===== src/fwodo_pkg.sv =====
// Shared types, constants and helper functions of the four-wheel odometry core.
// Used by fwodo_divider, fwodo_cordic and four_wheel_odometry_core; depends on nothing.
package fwodo_pkg;

   typedef logic signed [63:0] wide_type;

   typedef struct packed {
      logic busy;
      logic done;
   } unit_status_type;

   localparam int FRACTION_BITS = 16;
   localparam logic [30:0] TRACK_RESET = 31'(10 << FRACTION_BITS);
   localparam int ANGLE_FRAC = 28;
   localparam int DIV_BITS = 64;
   localparam logic [31:0] RAD_TO_BAM = 32'd2734261102;
   localparam logic signed [31:0] CORDIC_GAIN = 32'sd652032874;
   localparam logic [31:0] OCTANT_OFFSET = 32'h2000_0000;
   localparam wide_type SMALL_HALF = 64'sd33554432;
   localparam wide_type Q30_ONE = 64'sd1073741824;
   localparam logic [63:0] ROUND_HALF = 64'd536870912;
   // Reciprocal of six scaled by 2^25; exact floor division for operands below 2^22.
   localparam logic [31:0] SIXTH_RECIPROCAL = 32'd5592406;

   localparam logic CSR_SIDE_TRACK_WIDTH = 1'b0;
   localparam logic CSR_FORE_AFT_TRACK_WIDTH = 1'b1;

   function automatic logic [63:0] mag64(input wide_type v);
      return (v < 0) ? 64'(-v) : 64'(v);
   endfunction

   function automatic logic [31:0] mag32(input logic signed [31:0] v);
      return (v < 0) ? 32'(-v) : 32'(v);
   endfunction

   function automatic logic [31:0] atan_bam(input logic [4:0] idx);
      logic [31:0] r;
      case (idx)
         5'd0: r = 32'd536870912;
         5'd1: r = 32'd316933406;
         5'd2: r = 32'd167458907;
         5'd3: r = 32'd85004756;
         5'd4: r = 32'd42667331;
         5'd5: r = 32'd21354465;
         5'd6: r = 32'd10679838;
         5'd7: r = 32'd5340245;
         5'd8: r = 32'd2670163;
         5'd9: r = 32'd1335087;
         5'd10: r = 32'd667544;
         5'd11: r = 32'd333772;
         5'd12: r = 32'd166886;
         5'd13: r = 32'd83443;
         5'd14: r = 32'd41722;
         5'd15: r = 32'd20861;
         5'd16: r = 32'd10430;
         5'd17: r = 32'd5215;
         5'd18: r = 32'd2608;
         5'd19: r = 32'd1304;
         5'd20: r = 32'd652;
         5'd21: r = 32'd326;
         5'd22: r = 32'd163;
         5'd23: r = 32'd81;
         5'd24: r = 32'd41;
         5'd25: r = 32'd20;
         5'd26: r = 32'd10;
         5'd27: r = 32'd5;
         5'd28: r = 32'd3;
         5'd29: r = 32'd1;
         5'd30: r = 32'd1;
         default: r = 32'd0;
      endcase
      return r;
   endfunction

endpackage


===== src/fwodo_divider.sv =====
// Restoring unsigned divider, one quotient bit per cycle for all 64 quotient bits.
// Depends on fwodo_pkg for the bit count and the status struct.
module fwodo_divider (
   input  logic                        clock,
   input  logic                        reset,
   input  logic                        start,
   input  logic [63:0]                 dividend,
   input  logic [63:0]                 divisor,
   output logic [63:0]                 quotient,
   output fwodo_pkg::unit_status_type  status
);

   logic [63:0] rem_ff, rem_in;
   logic [63:0] quo_ff, quo_in;
   logic [63:0] den_ff, den_in;
   logic [6:0]  cnt_ff, cnt_in;
   logic        busy_ff, busy_in;
   logic        done_ff, done_in;
   logic [64:0] shifted;
   logic [64:0] diff;
   logic        fits;

   always_comb begin
      shifted = {rem_ff, quo_ff[63]};
      diff = shifted - {1'b0, den_ff};
      fits = shifted >= {1'b0, den_ff};
      rem_in = rem_ff;
      quo_in = quo_ff;
      den_in = den_ff;
      cnt_in = cnt_ff;
      busy_in = busy_ff;
      done_in = 1'b0;
      if (start) begin
         rem_in = '0;
         quo_in = dividend;
         den_in = divisor;
         cnt_in = '0;
         busy_in = 1'b1;
      end else if (busy_ff) begin
         rem_in = fits ? diff[63:0] : shifted[63:0];
         quo_in = {quo_ff[62:0], fits};
         cnt_in = cnt_ff + 7'd1;
         if (cnt_ff == 7'(fwodo_pkg::DIV_BITS - 1)) begin
            busy_in = 1'b0;
            done_in = 1'b1;
         end
      end
   end

   always_ff @(posedge clock) begin
      if (reset) begin
         busy_ff <= 1'b0;
         done_ff <= 1'b0;
         cnt_ff <= '0;
      end else begin
         busy_ff <= busy_in;
         done_ff <= done_in;
         cnt_ff <= cnt_in;
      end
   end

   always_ff @(posedge clock) begin
      rem_ff <= rem_in;
      quo_ff <= quo_in;
      den_ff <= den_in;
   end

   assign quotient = quo_ff;
   assign status.busy = busy_ff;
   assign status.done = done_ff;

endmodule


===== config.mk =====
export PLATFORM = sky130hd
export DESIGN_NAME = fwodo_divider
export DESIGN_NICKNAME = d
export VERILOG_FILES = /design/src/fwodo_pkg.sv /design/src/fwodo_divider.sv
export SDC_FILE = /design/constraint.sdc
export NUM_CORES = 1
export LEC_CHECK = 0
export ABC_CLOCK_PERIOD_IN_PS = 4450
export BUFFER_PORTS_ARGS = -buffer_cell sky130_fd_sc_hd__clkbuf_2
export CORE_MARGIN = 2
export CORE_UTILIZATION = 35
export CTS_CLUSTER_SIZE = 10
export DETAILED_ROUTE_END_ITERATION = 7
export RECOVER_POWER = 50
export SLEW_MARGIN = 20
export SYNTH_ARGS = -nofsm -noshare
export SYNTH_HDL_FRONTEND = slang
export SYNTH_SLANG_ARGS = --single-unit

===== constraint.sdc =====
create_clock -name clock -period 4.45 [get_ports clock]
set_clock_uncertainty 0.2 [all_clocks]
set_input_delay 0.89 -clock clock [delete_from_list [all_inputs] [get_ports clock]]
set_output_delay 0.89 -clock clock [all_outputs]
set_load 0.01 [all_outputs]

==> run_results.csv <==
group,metric,value,unit
setup_path,cpMaxStageDelayCell,"nor4_1",
clock_network,insertion_delay,0.56,ns
synth,yosys_warnings,0,
routing,drt_first_iter_violations,683,
die,die_area,36100,um^2
timing,fin_crit,4.09,ns
clock_network,cts_buffers,26,
run_status,violations,"capacitance limit, slew limit",
timing,max_clock_freq,245,MHz
die,core,34300,um^2
routing,ant_nets,0,
clock_network,ctsHoldBuffers,0,
synth,synth_seq_area_share,43.8,%
place,dpl.hpwl,23500,um
clock_network,post_cts_buffers,0,
global_routing,grt_first_pass_wirelength,52300,um
clock_network,cts.sinks,201,
routing,drc_errors,0,
worst_hold_path,hold_class,"reg2reg",
die,fp-row-count,68,
routing,post_drt_via_cell_ratio,5.28,
global_routing,antenna_found_initial,0,
global_routing,grt_max_degree,84,
clock_network,cts_resized,0,
layout,antenna_cells,0,
setup_path,critPathMaxStageDelay,0.63,ns
place,place.gp.congestion,0.911,
routing,vias,9899,
setup_path,path_max_fanout,31,
setup_path,start_kind,"register",
pwr,power_frac_seq,39.6,%
timing,max-slew-margin-rel,-47.5,%
routing,firstDrtPassIters,5,
synth,synth-main-ff-cell,"edfxtp_1",
setup_path,cp.arrival,4.29,ns
synth,synthesis.area,12100,um^2
die,start_util,35.3,%
timing,setup_violations,0,
pwr,ir_worst_vdd,0.000315,V
die,die_w,190,um
routing,wl,32200,um
setup_path,required,4.65,ns
pwr,p_switching,1820,uW
synth,synth_edf_count,128,
global_routing,grt_use_total,17.8,%
timing,fin_setup_tns,0,ns
run_status,status,"complete, but fails checks",
die,io_pins,197,
routing,wire_per_inst,17.1,um
layout,area_growth_syn_to_layout,17.6,%
timing,slew_viol_final,111,
clock_network,clkTransAtPathRegs,0.06,ns
pwr,internal_power,3980,uW
setup_path,path_class,"reg2reg",
die,die-height,190,um
synth,synth.top_cells.by_count,"159 x nand2_1, 128 x edfxtp_1, 96 x nor2_1",
pwr,p_leak,0.00583,uW
global_routing,grt_pass1_vias,9908,
synth,async_flop_share,0,%
synth,yosysTopAreaCell,"edfxtp_1",
pwr,power_frac_comb,25.2,%
synth,synth-seq-cells,201,
global_routing,overflow,0,
layout,nFillCells,3392,
timing,hold_violations,0,
timing,tightest_slew,2.21,ns
clock_network,cts_tree,"built",
synth,synthCells,1231,
layout,drive_above_1_share,23.8,%
setup_path,crit_path_cell_trace,"inv_1 > ha_1 > and4_1 > nand2_1 > nor4_1 > nand4_1 > o21ai_0 > a21o_2 > inv_1 > nand2_2 > buf_4 > nand2_1 > a311oi_1",
pwr,p_sw_share,31.3,%
place,port_buffers,196,
synth,synth_top_area_share,31.7,%
job,drv_cap,2,
synth,synthTopCellsByArea,"edfxtp_1 32%, dfxtp_1 12%, ha_1 6.7%",
layout,nets,1597,
synth,synth_cell_type_count,78,
clock_network,clockBufferDepth,3,
synth,synth.avg_cell_area,9.84,um^2
setup_path,rrSetupSlack,0.36,ns
synth,synth.net_count,1428,
timing,holdWs,0.287,ns
clock_network,clock-root-buffer,"clkbuf_16",
pwr,power_density,407,nW/um^2
pwr,clkPwrFrac,35.2,%
timing,rsz0062_at_grt,"false",
timing,finalCritPeriodShare,91.9,%
layout,post-route-util,41.6,%
clock_network,htreeDepth,1,
setup_path,critPathCaptureType,"register",
synth,yosysMostFrequentCell,"nand2_1",
==> cells by family (layout without fill, tap and decap cells) <==
family / Yosys count / count (layout) / share of synthesized area [%]
and+or+nand+nor: 380 / 380 / 14.6
buffers and inverters: 148 / 337 / 5.10
xor gates and xnor gates: 56 / 56 / 4.05
adders and majority gates: 66 / 66 / 6.88
DFF: 201 / 201 / 43.8
muxes: 70 / 70 / 6.48
AOI/OAI and AO/OA: 310 / 310 / 19.1
==> worst max-delay path: cells and delay by family, from the launching register on <==
| kind | cells | cell delay (ns) |
|---|---|---|
| flip-flops | 1 | 0.33 |
| AND/OR/NAND/NOR | 6 | 1.58 |
| AO/OA/AOI/OAI | 3 | 0.80 |
| adder cells (fa/ha/maj) | 1 | 0.39 |
| buffers and inverters | 3 | 0.63 |
==> per-layer routing <==
layer	vias to the layer above	GRT usage [%]	wire, um
li1	4841	-	-
met1	4705	22.7	14200
met2	305	29.7	14800
met3	48	4.93	2410
met4	0	4.50	726
met5	-	0	0
==> flip-flops by register name (all words and copies together) (netlist names) <==
signal / cells
busy_ff: 1
cnt_ff: 7
den_ff: 64
done_ff: 1
quotient: 64
rem_ff: 64
==> area by class of cell <==
cell class | instances | area (um^2) | share of cell area [%]
clock buffers | 40 | 713 | 5.01
well taps | 455 | 569 | 4.00
inverters | 81 | 304 | 2.13
repair buffers | 208 | 1060 | 7.44
clock inverters | 8 | 100 | 0.703
flip-flops and latches | 201 | 5310 | 37.3
multi-input cells | 882 | 6190 | 43.5
==> power by group through the flow <==
| stage | Sequential (uW) | Combinational, uW | Clock (uW) |
|---|---|---|---|
| 6_report | 2290 | 1460 | 2040 |
| 5_1_grt | 2320 | 1620 | 2170 |
| 4_1_cts | 2290 | 1470 | 2100 |
| 3_5_place_dp | 2330 | 1460 | 0 |
| 3_3_place_gp | 2330 | 1460 | 0 |
| 2_1_floorplan | 2320 | 1050 | 0 |
==> layout by cell type (no fill, tap or decap), types with 4 or more instances in the layout <==
master and instances:
clkbuf_2 175, nand2_1 158, edfxtp_1 128, nor2_1 96, a21oi_1 82, inv_1 80, dfxtp_1 72, mux2_2 66
ha_1 65, o21ai_0 43, xnor2_1 37, clkbuf_1 35, a311oi_1 27, a311oi_2 26, clkbuf_16 26, a21o_1 23
xor2_1 19, nand4_1 18, nand3_1 18, o21bai_1 15, and3_1 13, o211ai_1 11, a31oi_1 11, and2_1 11
nand2b_1 11, nor3_1 10, or3_1 10, o21ai_1 9, buf_4 9, nor2b_1 7, o21a_1 7, a221oi_1 6
and4_1 5, o31ai_1 5, a31o_2 4, nor3b_1 4, nor4_1 4, clkinv_2 4
==> worst paths after layout <==
kind	start	endpoint	depth (start not counted)
max	den_ff[46]	rem_ff[54]	13
min	rem_ff[41]	rem_ff[41]	2
max reg2reg	den_ff[46]	rem_ff[54]	13
min reg2reg	rem_ff[41]	rem_ff[41]	2
==> through the flow <==
stage          setup slack (ns)  instances  area (um^2)  power [uW]
2_1_floorplan              1.20       1231        12100        3360
3_3_place_gp              0.555       1827        13500        3780
3_5_place_dp              0.481       1827        13500        3790
4_1_cts                   0.446       1875        14300        5870
5_1_grt                   0.103       1875        14200        6100
6_report                  0.362       1875        14200        5790
Power figures use the tool's default switching activity.
